[src/rtl/sfe_pkg.sv]
package sfe_pkg;

    // Length limits of the header and of the delimiter, in bytes
    localparam int MAX_HEADER_BYTES = 8;
    localparam int MAX_DELIM_BYTES  = 8;

    // Frame size limit used when max_frame_len is zero
    localparam logic [31:0] DEFAULT_MAX_FRAME = 32'd10485760;

    // Configuration register indexes
    localparam logic [2:0] REG_FRAMING_MODE      = 3'd0;
    localparam logic [2:0] REG_HEADER_BYTES      = 3'd1;
    localparam logic [2:0] REG_MAX_FRAME_LEN     = 3'd2;
    localparam logic [2:0] REG_DELIMITER_LEN     = 3'd3;
    localparam logic [2:0] REG_DELIMITER_PATTERN = 3'd4;

    // Framing modes
    localparam logic MODE_LENGTH    = 1'b0;
    localparam logic MODE_DELIMITER = 1'b1;

    // Input kinds
    localparam logic KIND_DATA  = 1'b0;
    localparam logic KIND_CLEAR = 1'b1;

    // Result status codes
    localparam logic [1:0] ST_OK       = 2'd0;
    localparam logic [1:0] ST_ZERO_LEN = 2'd1;
    localparam logic [1:0] ST_OVERSIZE = 2'd2;

    typedef enum logic [1:0] {
        PH_HEAD = 2'd0,
        PH_BODY = 2'd1,
        PH_ERR  = 2'd2
    } phase_t;

    typedef struct packed {
        logic [7:0] payload_byte;
        logic       byte_valid;
        logic       frame_last;
        logic [1:0] frame_status;
    } result_t;

    // Mask that keeps the low nbytes bytes of a 64-bit word (nbytes 0..8)
    function automatic logic [63:0] byte_mask(input logic [3:0] nbytes);
        logic [63:0] m;
        m = '0;
        for (int i = 0; i < 8; i++) begin
            if (4'(i) < nbytes) begin
                m[8*i +: 8] = 8'hFF;
            end
        end
        return m;
    endfunction

endpackage

[src/rtl/stream_frame_extractor.sv]
// stream_frame_extractor: length-prefix / delimiter deframer, one byte per request.
// A result is registered in the output register, or in the skid entry if that is held.
// Throughput: one input request per cycle while the skid entry is empty; a two-entry
// output stage (register plus skid) keeps input accepted while one result waits.
// Reset (rst_n, asynchronous, active low): registers return to their defaults,
// framing state goes to header phase with empty counters and window, outputs empty.
module stream_frame_extractor (
    input  logic        clk,
    input  logic        rst_n,
    // configuration write port
    input  logic        cfg_we,
    input  logic [2:0]  cfg_index,
    input  logic [63:0] cfg_wdata,
    // input stream
    input  logic        s_tvalid,
    output logic        s_tready,
    input  logic [7:0]  s_tdata,   // [7:0] rx_byte
    input  logic        s_tuser,   // [0] kind
    // output stream
    output logic        m_tvalid,
    input  logic        m_tready,
    output logic [7:0]  m_tdata,   // [7:0] payload_byte
    output logic        m_tlast,   // frame_last
    output logic [2:0]  m_tuser    // [0] byte_valid, [2:1] frame_status
);
    import sfe_pkg::*;

    // configuration registers
    logic        framing_mode_reg;
    logic [3:0]  header_bytes_reg;
    logic [31:0] max_frame_len_reg;
    logic [3:0]  delimiter_len_reg;
    logic [63:0] delimiter_pattern_reg;

    // framing state
    phase_t      phase_reg,         phase_next;
    logic [3:0]  header_count_reg,  header_count_next;
    logic [63:0] frame_length_reg,  frame_length_next;
    logic [32:0] payload_count_reg, payload_count_next;
    logic [55:0] delim_window_reg,  delim_window_next;
    logic [2:0]  window_fill_reg,   window_fill_next;

    // output stage
    result_t     main_reg, skid_reg;
    logic        main_valid_reg, main_valid_next;
    logic        skid_valid_reg, skid_valid_next;

    logic        accept;
    logic        take;
    logic        res_hit;
    result_t     res;

    // working values
    logic [31:0] maxf;
    logic [3:0]  hb;
    logic [3:0]  dl;
    logic [2:0]  dl_m1;
    logic [2:0]  fill;
    logic [3:0]  fill_p1;
    logic [63:0] cand;
    logic [63:0] len_shift;
    logic [3:0]  hc_inc;
    logic [32:0] pc_inc;

    assign s_tready = !skid_valid_reg;
    assign accept   = s_tvalid && s_tready;
    assign take     = main_valid_reg && m_tready;

    // configuration writes
    always_ff @(posedge clk or negedge rst_n)
    begin
        if (!rst_n)
        begin
            framing_mode_reg      <= MODE_LENGTH;
            header_bytes_reg      <= 4'd4;
            max_frame_len_reg     <= 32'd0;
            delimiter_len_reg     <= 4'd1;
            delimiter_pattern_reg <= 64'd10;
        end
        else if (cfg_we)
        begin
            case (cfg_index)
                REG_FRAMING_MODE:      framing_mode_reg      <= cfg_wdata[0];
                REG_HEADER_BYTES:      header_bytes_reg      <= cfg_wdata[3:0];
                REG_MAX_FRAME_LEN:     max_frame_len_reg     <= cfg_wdata[31:0];
                REG_DELIMITER_LEN:     delimiter_len_reg     <= cfg_wdata[3:0];
                REG_DELIMITER_PATTERN: delimiter_pattern_reg <= cfg_wdata;
                default:               ;
            endcase
        end
    end

    // clamped lengths and effective frame limit
    always_comb
    begin
        maxf = (max_frame_len_reg == 32'd0) ? DEFAULT_MAX_FRAME : max_frame_len_reg;

        if (header_bytes_reg == 4'd0)
            hb = 4'd1;
        else if (header_bytes_reg > 4'(MAX_HEADER_BYTES))
            hb = 4'(MAX_HEADER_BYTES);
        else
            hb = header_bytes_reg;

        if (delimiter_len_reg == 4'd0)
            dl = 4'd1;
        else if (delimiter_len_reg > 4'(MAX_DELIM_BYTES))
            dl = 4'(MAX_DELIM_BYTES);
        else
            dl = delimiter_len_reg;

        dl_m1   = 3'(dl - 4'd1);
        fill    = (window_fill_reg > dl_m1) ? dl_m1 : window_fill_reg;
        fill_p1 = {1'b0, fill} + 4'd1;
        cand    = ({delim_window_reg, 8'h00} | {56'd0, s_tdata}) & byte_mask(fill_p1);
        len_shift = (header_count_reg != 4'd0) ? {frame_length_reg[55:0], s_tdata}
                                               : {56'd0, s_tdata};
        hc_inc  = header_count_reg + 4'd1;
        pc_inc  = payload_count_reg + 33'd1;
    end

    // next framing state and the result of the accepted byte
    always_comb
    begin
        phase_next         = phase_reg;
        header_count_next  = header_count_reg;
        frame_length_next  = frame_length_reg;
        payload_count_next = payload_count_reg;
        delim_window_next  = delim_window_reg;
        window_fill_next   = window_fill_reg;
        res_hit            = 1'b0;
        res                = '0;

        if (accept)
        begin
            if (s_tuser == KIND_CLEAR)
            begin
                phase_next         = PH_HEAD;
                header_count_next  = 4'd0;
                frame_length_next  = 64'd0;
                payload_count_next = 33'd0;
                delim_window_next  = 56'd0;
                window_fill_next   = 3'd0;
            end
            else if (phase_reg == PH_ERR)
            begin
                // sticky error: bytes are dropped
            end
            else if (framing_mode_reg == MODE_LENGTH)
            begin
                if (phase_reg == PH_HEAD)
                begin
                    frame_length_next = len_shift;
                    header_count_next = hc_inc;
                    if (hc_inc >= hb)
                    begin
                        header_count_next = 4'd0;
                        if (len_shift == 64'd0)
                        begin
                            phase_next       = PH_ERR;
                            res_hit          = 1'b1;
                            res.frame_last   = 1'b1;
                            res.frame_status = ST_ZERO_LEN;
                        end
                        else if (len_shift > {32'd0, maxf})
                        begin
                            phase_next       = PH_ERR;
                            res_hit          = 1'b1;
                            res.frame_last   = 1'b1;
                            res.frame_status = ST_OVERSIZE;
                        end
                        else
                        begin
                            phase_next         = PH_BODY;
                            payload_count_next = 33'd0;
                        end
                    end
                end
                else
                begin
                    // payload byte passes through
                    res_hit            = 1'b1;
                    res.payload_byte   = s_tdata;
                    res.byte_valid     = 1'b1;
                    payload_count_next = pc_inc;
                    if ({31'd0, pc_inc} >= frame_length_reg)
                    begin
                        phase_next         = PH_HEAD;
                        payload_count_next = 33'd0;
                        res.frame_last     = 1'b1;
                    end
                end
            end
            else
            begin
                if (fill_p1 < dl)
                begin
                    // window still filling
                    delim_window_next = cand[55:0];
                    window_fill_next  = fill_p1[2:0];
                end
                else if (cand == (delimiter_pattern_reg & byte_mask(dl)))
                begin
                    delim_window_next  = 56'd0;
                    window_fill_next   = 3'd0;
                    payload_count_next = 33'd0;
                    phase_next         = PH_HEAD;
                    res_hit            = 1'b1;
                    res.frame_last     = 1'b1;
                end
                else if (payload_count_reg >= {1'b0, maxf})
                begin
                    phase_next       = PH_ERR;
                    res_hit          = 1'b1;
                    res.frame_last   = 1'b1;
                    res.frame_status = ST_OVERSIZE;
                end
                else
                begin
                    // oldest held byte cannot start a match: pass it on
                    payload_count_next = pc_inc;
                    delim_window_next  = 56'(cand & byte_mask({1'b0, dl_m1}));
                    window_fill_next   = dl_m1;
                    res_hit            = 1'b1;
                    res.payload_byte   = cand[{dl_m1, 3'b000} +: 8];
                    res.byte_valid     = 1'b1;
                end
            end
        end
    end

    // framing state registers
    always_ff @(posedge clk or negedge rst_n)
    begin
        if (!rst_n)
        begin
            phase_reg         <= PH_HEAD;
            header_count_reg  <= 4'd0;
            frame_length_reg  <= 64'd0;
            payload_count_reg <= 33'd0;
            delim_window_reg  <= 56'd0;
            window_fill_reg   <= 3'd0;
        end
        else
        begin
            phase_reg         <= phase_next;
            header_count_reg  <= header_count_next;
            frame_length_reg  <= frame_length_next;
            payload_count_reg <= payload_count_next;
            delim_window_reg  <= delim_window_next;
            window_fill_reg   <= window_fill_next;
        end
    end

    // output stage occupancy
    always_comb
    begin
        main_valid_next = main_valid_reg;
        skid_valid_next = skid_valid_reg;
        if (skid_valid_reg)
        begin
            if (take)
                skid_valid_next = 1'b0;
        end
        else if (res_hit)
        begin
            if (!main_valid_reg || take)
                main_valid_next = 1'b1;
            else
                skid_valid_next = 1'b1;
        end
        else if (take)
        begin
            main_valid_next = 1'b0;
        end
    end

    always_ff @(posedge clk or negedge rst_n)
    begin
        if (!rst_n)
        begin
            main_valid_reg <= 1'b0;
            skid_valid_reg <= 1'b0;
        end
        else
        begin
            main_valid_reg <= main_valid_next;
            skid_valid_reg <= skid_valid_next;
        end
    end

    // output stage data
    always_ff @(posedge clk)
    begin
        if (skid_valid_reg)
        begin
            if (take)
                main_reg <= skid_reg;
        end
        else if (res_hit)
        begin
            if (!main_valid_reg || take)
                main_reg <= res;
            else
                skid_reg <= res;
        end
    end

    assign m_tvalid = main_valid_reg;
    assign m_tdata  = main_reg.payload_byte;
    assign m_tlast  = main_reg.frame_last;
    assign m_tuser  = {main_reg.frame_status, main_reg.byte_valid};

endmodule
[config.mk]
export PLATFORM = sky130hd
export DESIGN_NAME = stream_frame_extractor
export DESIGN_NICKNAME = d
export VERILOG_FILES = /design/src/rtl/sfe_pkg.sv /design/src/rtl/stream_frame_extractor.sv
export SDC_FILE = /design/constraint.sdc
export NUM_CORES = 1
export LEC_CHECK = 0
export BUFFER_PORTS_ARGS = -buffer_cell sky130_fd_sc_hd__buf_2
export CAP_MARGIN = 20
export CORE_ASPECT_RATIO = 2
export CORE_MARGIN = 3
export CORE_UTILIZATION = 30
export CTS_CLUSTER_DIAMETER = 120
export DETAILED_ROUTE_END_ITERATION = 10
export PLACE_DENSITY = 0.55
export SYNTH_ARGS = -nofsm -noshare
export SYNTH_HDL_FRONTEND = slang
export SYNTH_SLANG_ARGS = --single-unit
[constraint.sdc]
create_clock -name clk -period 6.19 [get_ports clk]
set_input_delay 0.3095 -clock clk [delete_from_list [all_inputs] [get_ports clk]]
set_output_delay 0.3095 -clock clk [all_outputs]
set_load 0.005 [all_outputs]
* Word level (Yosys, flattened, before mapping)
Cells that the tools add are included.
** Word-level totals
- Logic and storage cells :: 309
- Input bits :: 81
- Output and inout bits :: 14
- Register bits after elaboration :: 293
** Operators by class
- $add $sub $neg :: 4
- Muxes and demuxes :: 199
- Magnitude comparators :: 31
- Equal/unequal tests :: 17
- Reduce and logical (&&, ||, !) cells :: 30
- Bitwise logic cells :: 6
- Shift-type cells :: 1
** Operator list (count)
- 8-bit 2-to-1 mux :: 112
- 33-bit 2-to-1 mux :: 11
- 56-bit 2-to-1 mux :: 6
- 64-bit 2-to-1 mux :: 5
- 64-bit AND :: 2
- 12-bit 2-to-1 mux :: 9
- 64-bit == test :: 1
- 33-bit by 64-bit >= comparator with 1-bit output :: 1
- 64-bit by 32-bit > comparator with 1-bit output :: 1
- 64-bit zero test :: 1
- 64-bit by 8-bit OR with 64-bit output :: 1
- 64-bit by 7-bit indexed part select with 8-bit output :: 1
- 56-bit AND :: 1
- 4-bit 2-to-1 mux :: 9
- 33-bit by 1-bit adder with 33-bit output (second input constant) :: 1
- 33-bit by 32-bit >= comparator with 1-bit output :: 1
- 3-bit 2-to-1 mux :: 11
- 32-bit zero test :: 1
- 3-bit by 4-bit < comparator with 1-bit output (first input constant) :: 8
- 32-bit 2-to-1 mux :: 1
- 9-bit 2-to-1 mux :: 3
- 2-bit 2-to-1 mux :: 13
- 1-bit 2-to-1 mux :: 19
- 1-bit by 4-bit < comparator with 1-bit output (first input constant) :: 4
- other kinds (35) :: 65

* Depth between registers and ports, before layout
Gate-level depths: netlist of run 1.
- Depth after elaboration :: 28
- Mapped depth :: 27
- Depth with buffers taken out :: 21

* Worst setup path after synthesis of run 1
OpenSTA, ideal clock, no wires.
- Path kind :: reg2reg
- Start :: register delimiter_len_reg[1]
- End :: register skid_reg[0] (netlist bit) (enable)
- Data required time :: 5.794 ns
- Path slack :: 0.276 ns
- Path buffers :: 5
- Clock period less this slack :: 5.914 ns
- Arrival time :: 5.517 ns
- Setup time :: 0.396 ns
- Stages on the path, launching flop included :: 22
- Cell sequence :: dfrtp_1 -> clkbuf_1 -> nor2_1 -> o21ai_1 -> inv_1 -> clkbuf_1 -> ha_1 -> clkbuf_1 -> maj3_1 -> maj3_2 -> o2bb2ai_4 -> nor2_2 -> ha_1 -> clkbuf_1 -> xnor2_2 -> inv_2 -> buf_2 -> ha_1 -> nand2_1 -> o21a_1 -> a211o_1 -> nor3_1
** Between the ends
- Cells in the longest elaborated chain, start to end :: 14
- Elaborated cells between the ends (all ways) :: 15
- Classes of those cells :: add/sub (2); order compare (3); mux (8); reduce/logical (2)
** Ends and longest elaborated chain
- start, declared :: line stream_frame_extractor.sv:32 : logic [3:0] delimiter_len_reg;
- start signal, assigned :: line stream_frame_extractor.sv:86 : REG_DELIMITER_LEN: delimiter_len_reg <= cfg_wdata[3:0];
- 4-bit > comparator :: line stream_frame_extractor.sv:107 : else if (delimiter_len_reg > 4'(MAX_DELIM_BYTES))
- 4-bit 2-to-1 mux :: line stream_frame_extractor.sv:107
- 4-bit 2-to-1 mux (*) :: line stream_frame_extractor.sv:105 : if (delimiter_len_reg == 4'd0)
- 3-bit by 1-bit subtractor with 3-bit output :: line stream_frame_extractor.sv:112 : dl_m1 = 3'(dl - 4'd1);
- 3-bit > comparator :: line stream_frame_extractor.sv:113 : fill = (window_fill_reg > dl_m1) ? dl_m1 : window_fill_reg;
- 3-bit 2-to-1 mux :: line stream_frame_extractor.sv:113
- 3-bit by 1-bit adder with 4-bit output :: line stream_frame_extractor.sv:114 : fill_p1 = {1'b0, fill} + 4'd1;
- 4-bit < comparator (*) :: line stream_frame_extractor.sv:196 : if (fill_p1 < dl)
- 1-bit 2-to-1 mux (*) :: line stream_frame_extractor.sv:196
- 1-bit 2-to-1 mux (*) :: line stream_frame_extractor.sv:149 : else if (framing_mode_reg == MODE_LENGTH)
- 1-bit 2-to-1 mux (*) :: line stream_frame_extractor.sv:145 : else if (phase_reg == PH_ERR)
- 1-bit 2-to-1 mux (*) :: line stream_frame_extractor.sv:136 : if (s_tuser == KIND_CLEAR)
- 1-bit 2-to-1 mux (*) :: line stream_frame_extractor.sv:134 : if (accept)
- 3-bit AND reduction (no source line) (*)
- end signal, assigned :: line stream_frame_extractor.sv:305 : skid_reg <= res;
- end, declared :: line stream_frame_extractor.sv:44 : result_t main_reg, skid_reg;
Mark *: on every way between the ends. The rest lies on a longest branch, timed or not.
A chain may end at the register's enable or synchronous reset.

* Worst setup path after layout of run 1
- Start :: register delimiter_len_reg[1]
- End :: register delim_window_reg[9]
** Between the ends
- Cells in the longest elaborated chain, start to end :: 20
- Elaborated cells between the ends (all ways) :: 102
- Classes of those cells :: add/sub (2); order compare (20); eq/ne (2); mux (73); bitwise (3); reduce/logical (2)
** Ends and longest elaborated chain
- 4-bit > comparator :: line stream_frame_extractor.sv:107
- 4-bit 2-to-1 mux :: line stream_frame_extractor.sv:107
- 4-bit 2-to-1 mux (*) :: line stream_frame_extractor.sv:105
- branches (longest 17 deep; another with 3-bit by 1-bit adder with 4-bit output)
- end signal, assigned :: line stream_frame_extractor.sv:250 : delim_window_reg <= delim_window_next;
- end, declared :: line stream_frame_extractor.sv:40 : logic [55:0] delim_window_reg, delim_window_next;
Mark *: on every way between the ends. The select of a mux whose other input is x is not followed.

==> impl_metrics.yaml, run 1 <==
outcome:
  run_status: "complete, no violations"
yosys:
  synth_compound_area_frac: 0.243
  synth_top_area_frac: 0.371
  ys_seq_area_frac: 0.418
  synth_xor_area_frac: 0.0200
  synth.distinct_cells: 91
  synth_enable_flop_cells: 24
  synthFlopType: "dfrtp_1"
  syn_inst: 1860
  yosysWarnings: 0
  synth_commonest_cells: "dfrtp_1 (265), nand2_1 (187), a22o_1 (147)"
  yosys.area.top_type: "dfrtp_1"
  synthMuxAreaShare: 0.0422
  synth.most_common_cell: "dfrtp_1"
  synth_nets: 2054
  ys_seq_elements: 293
  synth_top_family_by_area: "compound AO/OA/AOI/OAI gates"
  avgSynthCellArea_um2: 9.60
  synthArstFlopShare: 0.918
  synthAdderAreaFrac: 0.0821
  synth.cell_area_um2: 17900
  synth_area_leaders: "dfrtp_1 (37%), ha_1 (7.9%), a22o_1 (7.2%)"
  yosys.area_share.simple: 0.148
floorplan:
  die_x_um: 179
  num_rows: 125
  pin_count: 95
  die_area_um2: 62700
  fp.dieH_um: 351
  coreArea_um2: 58500
  start_util: 0.305
grt:
  overflow: 0
  grt_usage: 0.250
  grt_max_degree: 174
  antenna_found_initial: 4
  grt_pass1_vias: 17000
  grt_pass1_wl_um: 113000
power:
  vdd_drop_max_mv: 0.288
  power_leakage_nw: 9.46
  netSwitchingPower_mw: 3.40
  p_int_mw: 4.53
  power_frac_comb: 0.412
  power.density_nw_per_um2: 372
  p_seq_frac: 0.335
  total_power_mw: 7.93
  netSwitchingFraction: 0.429
  clockPowerShare: 0.252
finish:
  fin_area_um2: 21300
  fin_nets: 2236
  syn_to_final_growth_pct: 19.4
  final_core_util: 0.364
  drive_above_1_share: 0.163
placed_design:
  hpwl_um: 61800
  portBuffers: 94
  dpl_cell_area_um2: 19600
  place_ws_ps: 130
  gp_congestion: 1.05
sta:
  clock_skew_ps: 13.0
  finalHoldViolCount: 0
  period_share: 0.959
  period_needed_ps: 5940
  worst_pin_slew_ps: 1080
  drv_slew: 0
  rsz0062_at_grt: "false"
  clock.fmax_mhz: 168
  finalSetupViolations: 0
  layout_setup_ws_ps: 251
  fin_tns_setup_ps: 0
  slew-limit-headroom: 0.279
hold_path:
  min_from: "cfg_wdata[1]"
  min_path_type: "in2reg"
  whs_path_depth: 3
  whs_endpoint: "max_frame_len_reg[1]"
clocking:
  clock_latency_ps: 600
  clockBufferDepth: 3
  post-cts-setup-buffers: 0
  cts.sinks: 293
  htree_num_levels: 1
  cts_made_buffers: 30
  clock-root-buffer: "clkbuf_16"
  clkTransAtPathRegs_ps: 70
  cts_tree: "done"
worst_setup_path:
  critical_path_class: "reg2reg"
  path_max_fanout: 34
  required_ps: 6680
  endpoint_kind: "register"
  r2r_slack_ps: 250
  cp-start-kind: "register"
  worstReg2RegEnd: "delim_window_reg[9]"
  reg2regPathDepth: 20
  worstPathArrival_ps: 6420
  reg2reg_from: "delimiter_len_reg[1]"
routing:
  drt_iter0_drc: 1141
  via_per_inst: 5.77
  drt-pass1-iter-count: 7
  vias: 16300
  wl_per_cell_um: 27.8
  drc: 0
  drt-total-wl_um: 78700
  ant_nets: 0
run:
  cap_violations: 0
## cell families after synthesis
kind of cell             after synthesis
flip-flops                           293
XOR/XNOR                              39
multiplexers                          67
AND/OR/NAND/NOR                      543
AO/OA/AOI/OAI                        587
adder cells (fa/ha/maj)              118
buffers and inverters                213
## cell usage in the layout (no fill, tap or decap), types with 9 or more instances in the layout
cell / instances
a211oi_1: 15
a21o_1: 32
a21oi_1: 77
a221o_1: 19
a221oi_1: 16
a22o_1: 147
a31oi_1: 10
and3_1: 11
buf_2: 93
buf_4: 80
clkbuf_16: 31
dfrtp_1: 265
dlygate4sd3_1: 64
edfxtp_1: 24
ha_1: 113
inv_1: 120
mux2_2: 62
nand2_1: 187
nand3_1: 40
nand4_1: 27
nor2_1: 101
nor2b_1: 46
nor3_1: 31
nor4_1: 37
o2111ai_1: 9
o21ai_0: 111
o21bai_1: 10
o221ai_1: 12
o22ai_1: 17
o31ai_1: 21
or3_1: 11
xnor2_1: 23
xor2_1: 14
## worst max path at each step
stage	start	end	slack, ps	cells past startpoint
floorplan	delimiter_len_reg[1]	skid_reg[0]	280	21
global placement	payload_count_reg[0]	payload_count_reg[28]	130	20
detailed placement	payload_count_reg[0]	payload_count_reg[28]	130	20
CTS	payload_count_reg[0]	payload_count_reg[27]	100	20
global route	delimiter_len_reg[1]	delim_window_reg[9]	4	20
finish	delimiter_len_reg[1]	delim_window_reg[9]	250	20
## cell type report
class,count,area (um2)
inverter,123,462
antenna,2,5.00
timing repair buffer,240,1760
clock buffer,37,838
fill,5981,37200
clock inverter,19,228
sequential,293,7460
tap,762,953
multi-input combinational,1354,9610
## metrics by stage
| step | cells | hold slack (ps) |
|---|---|---|
| final | 2830 | 35.1 |
| after detailed placement | 2708 | 381 |
| after global placement | 2707 | 374 |
| after global routing | 2829 | 43.5 |
| after floorplan | 1860 | 13.9 |
| after CTS | 2828 | 6.41 |
## critical path, cell delays in order, from the launching register on
cell and delay [ps]:
dfrtp_1 390, nor2_1 60, o21ai_1 230, inv_1 100, ha_1 350, maj3_1 410
maj3_2 370, o2bb2ai_4 190, nor2_2 50, buf_4 160, ha_1 300, and4b_1 260
or3_4 430, a311o_1 430, a311oi_2 310, nor4_2 100, and4_1 270, buf_4 160
a21oi_4 410, buf_4 450, mux2_2 390
## repair_timing
action / CTS / global route
resized for setup: 0 / 1
hold buffers: 64 / 0
hold endpoints to repair: 180 / 0
endpoints found under the setup margin: 0 / 30
## metal layers
layer | global-route usage | part of all wire | up-vias
li1 | - | - | 7321
met1 | 0.223 | 0.31 | 8097
met2 | 0.460 | 0.53 | 620
met3 | 0.0328 | 0.041 | 294
met4 | 0.250 | 0.13 | 2
met5 | 0 | 0.00013 | -
## power groups by stage
stage,clock network (mW),registers [mW],logic [mW]
2_1_floorplan,0,2.44,1.93
3_3_place_gp,0,2.67,3.16
3_5_place_dp,0,2.67,3.18
4_1_cts,2.05,2.64,3.23
5_1_grt,2.11,2.68,3.50
6_report,2.00,2.66,3.27
(Power assumes the default switching activity.)
==> run 2, diff against run 1 <==
--- a/config.mk
+++ b/config.mk
@@ -8,11 +8,11 @@
 export BUFFER_PORTS_ARGS = -buffer_cell sky130_fd_sc_hd__buf_2
 export CAP_MARGIN = 20
 export CORE_ASPECT_RATIO = 2
-export CORE_MARGIN = 3
+export CORE_MARGIN = 2
 export CORE_UTILIZATION = 30
 export CTS_CLUSTER_DIAMETER = 120
 export DETAILED_ROUTE_END_ITERATION = 10
-export PLACE_DENSITY = 0.55
+export PLACE_DENSITY = 0.53
 export SYNTH_ARGS = -nofsm -noshare
 export SYNTH_HDL_FRONTEND = slang
 export SYNTH_SLANG_ARGS = --single-unit
==> constraint.sdc (replaced) <==
create_clock -name clk -period 6.1 [get_ports clk]
set_input_delay 0.305 -clock clk [delete_from_list [all_inputs] [get_ports clk]]
set_output_delay 0.305 -clock clk [all_outputs]
set_load 0.005 [all_outputs]
==> impl_metrics.yaml, run 2 (synthesis results as in run 1) <==
floorplan:
  fp.dieH_um: 349
  start_util: 0.303
  die_x_um: 177
  coreArea_um2: 59000
  pin_count: 95
  die_area_um2: 61600
  num_rows: 126
sta:
  finalSetupViolations: 0
  drv_slew: 0
  worst_pin_slew_ps: 1130
  clock.fmax_mhz: 172
  slew-limit-headroom: 0.242
  finalHoldViolCount: 0
  rsz0062_at_grt: "false"
  period_needed_ps: 5810
  fin_tns_setup_ps: 0
  period_share: 0.953
  clock_skew_ps: 45.7
power:
  vdd_drop_max_mv: 0.249
  total_power_mw: 8.09
  power_leakage_nw: 9.53
  power.density_nw_per_um2: 378
worst_setup_path:
  worstPathArrival_ps: 6370
  path_max_fanout: 14
  critical_path_class: "reg2reg"
  required_ps: 6660
  endpoint_kind: "register"
  cp-start-kind: "register"
clocking:
  clkTransAtPathRegs_ps: 70
  clock-root-buffer: "clkbuf_16"
  clock_latency_ps: 630
  cts_made_buffers: 30
  cts_tree: "done"
  clockBufferDepth: 3
  cts.sinks: 293
  cts_resized: 0
  htree_num_levels: 1
routing:
  drt-pass1-iter-count: 5
  drt_iter0_drc: 1113
  drc: 0
  ant_nets: 0
  via_per_inst: 5.72
  wl_per_cell_um: 27.6
  vias: 16300
  drt-total-wl_um: 78600
grt:
  grt_pass1_vias: 16900
  overflow: 0
  met2_usage: 0.469
  grt_pass1_wl_um: 113000
  grt_usage: 0.254
  top_usage_layer: "met2"
  grt_max_degree: 157
  grt_util_met1: 0.219
  use_met3: 0.0323
  antenna_found_initial: 3
hold_path:
  min_path_type: "in2reg"
finish:
  syn_to_final_growth_pct: 19.8
  multiInputGateArea_um2: 9600
  final_core_util: 0.363
  drive_above_1_share: 0.167
  regArea_um2: 7460
  layout_commonest_cell: "dfrtp_1"
  fillers: 6050
  fin_nets: 2247
  final_cell_mix: "dfrtp_1 (265), nand2_1 (187), a22o_1 (147), inv_1 (120), ha_1 (113)"
  fin_area_um2: 21400
run:
  cap_violations: 0
placed_design:
  portBuffers: 94
  hpwl_um: 62600
  dpl_cell_area_um2: 19700
  gp_congestion: 0.999
outcome:
  run_status: "complete, no violations"
-- run 2: changes by cell type in the layout (fill, tap and decap cells not counted), moves of 2 or more --
cell           before  now
clkinvlp_4          6    4
clkbuf_8            4    7
clkbuf_1            2    4
dlygate4sd3_1      64   62
clkinv_4            2    0
buf_4              80   90
buf_12              2    5
bufinv_16           4    2
-- run 2: final cells by class --
type                       instances  share of cell area
timing repair buffer             251              0.0877
clock buffer                      42              0.0415
tap                              768              0.0449
multi-input combinational       1354               0.449
inverter                         123              0.0216
antenna                            1            0.000117
sequential                       293               0.349
clock inverter                    14             0.00684
-- run 2: routing by layer --
layer / vias up / share of wire / wire length [um]
li1: 7337 / - / -
met1: 7966 / 0.30 / 23400
met2: 648 / 0.52 / 41100
met3: 327 / 0.043 / 3390
met4: 2 / 0.14 / 10700
met5: - / 0.00018 / 14
-- run 2: final timing paths --
check                                     start  cells past startpoint  slack, ps                   endpoint
setup / recovery           delimiter_len_reg[0]                     21        290      payload_count_reg[26]
hold / removal                     cfg_wdata[1]                      3         10       max_frame_len_reg[1]
setup reg to reg           delimiter_len_reg[0]                     21        290      payload_count_reg[26]
hold reg to reg                        m_tvalid                      1        500             skid_valid_reg
max in group asynchronous                 rst_n                      3       4260         window_fill_reg[2]
min in group asynchronous                 rst_n                      2        350  delimiter_pattern_reg[24]
-- run 2: critical path, cell delays in order, from the launching register on --
cell	delay [ps]
dfstp_2	530
o21ai_1	60
buf_4	160
inv_1	80
ha_1	270
maj3_1	370
maj3_2	350
o2bb2ai_4	140
nor2_2	290
ha_1	380
xnor2_2	160
inv_2	130
nand2_1	120
o21ai_0	400
a211oi_1	380
buf_4	160
and4_1	210
and4_1	300
o211ai_2	130
nor2_2	690
buf_4	310
a22o_1	150
-- run 2: per-stage QoR --
stage	std cells	hold slack, ps	worst slack (ps)
finish	2846	13.2	287
CTS	2845	4.75	328
global route	2845	38.1	35.6
detailed placement	2727	453	300
floorplan	1860	9.41	186
global placement	2727	442	393
-- run 2: report_power, final --
part	total (mW)	switching [mW]	internal, mW
clock network	1.99	0.883	1.11
logic	3.43	2.17	1.25
registers	2.68	0.426	2.25
-- run 2: timing repair --
item / CTS / global route
hold buffers: 62 / 0
buffers inserted: 0 / 0
endpoints found under the hold margin: 201 / 0
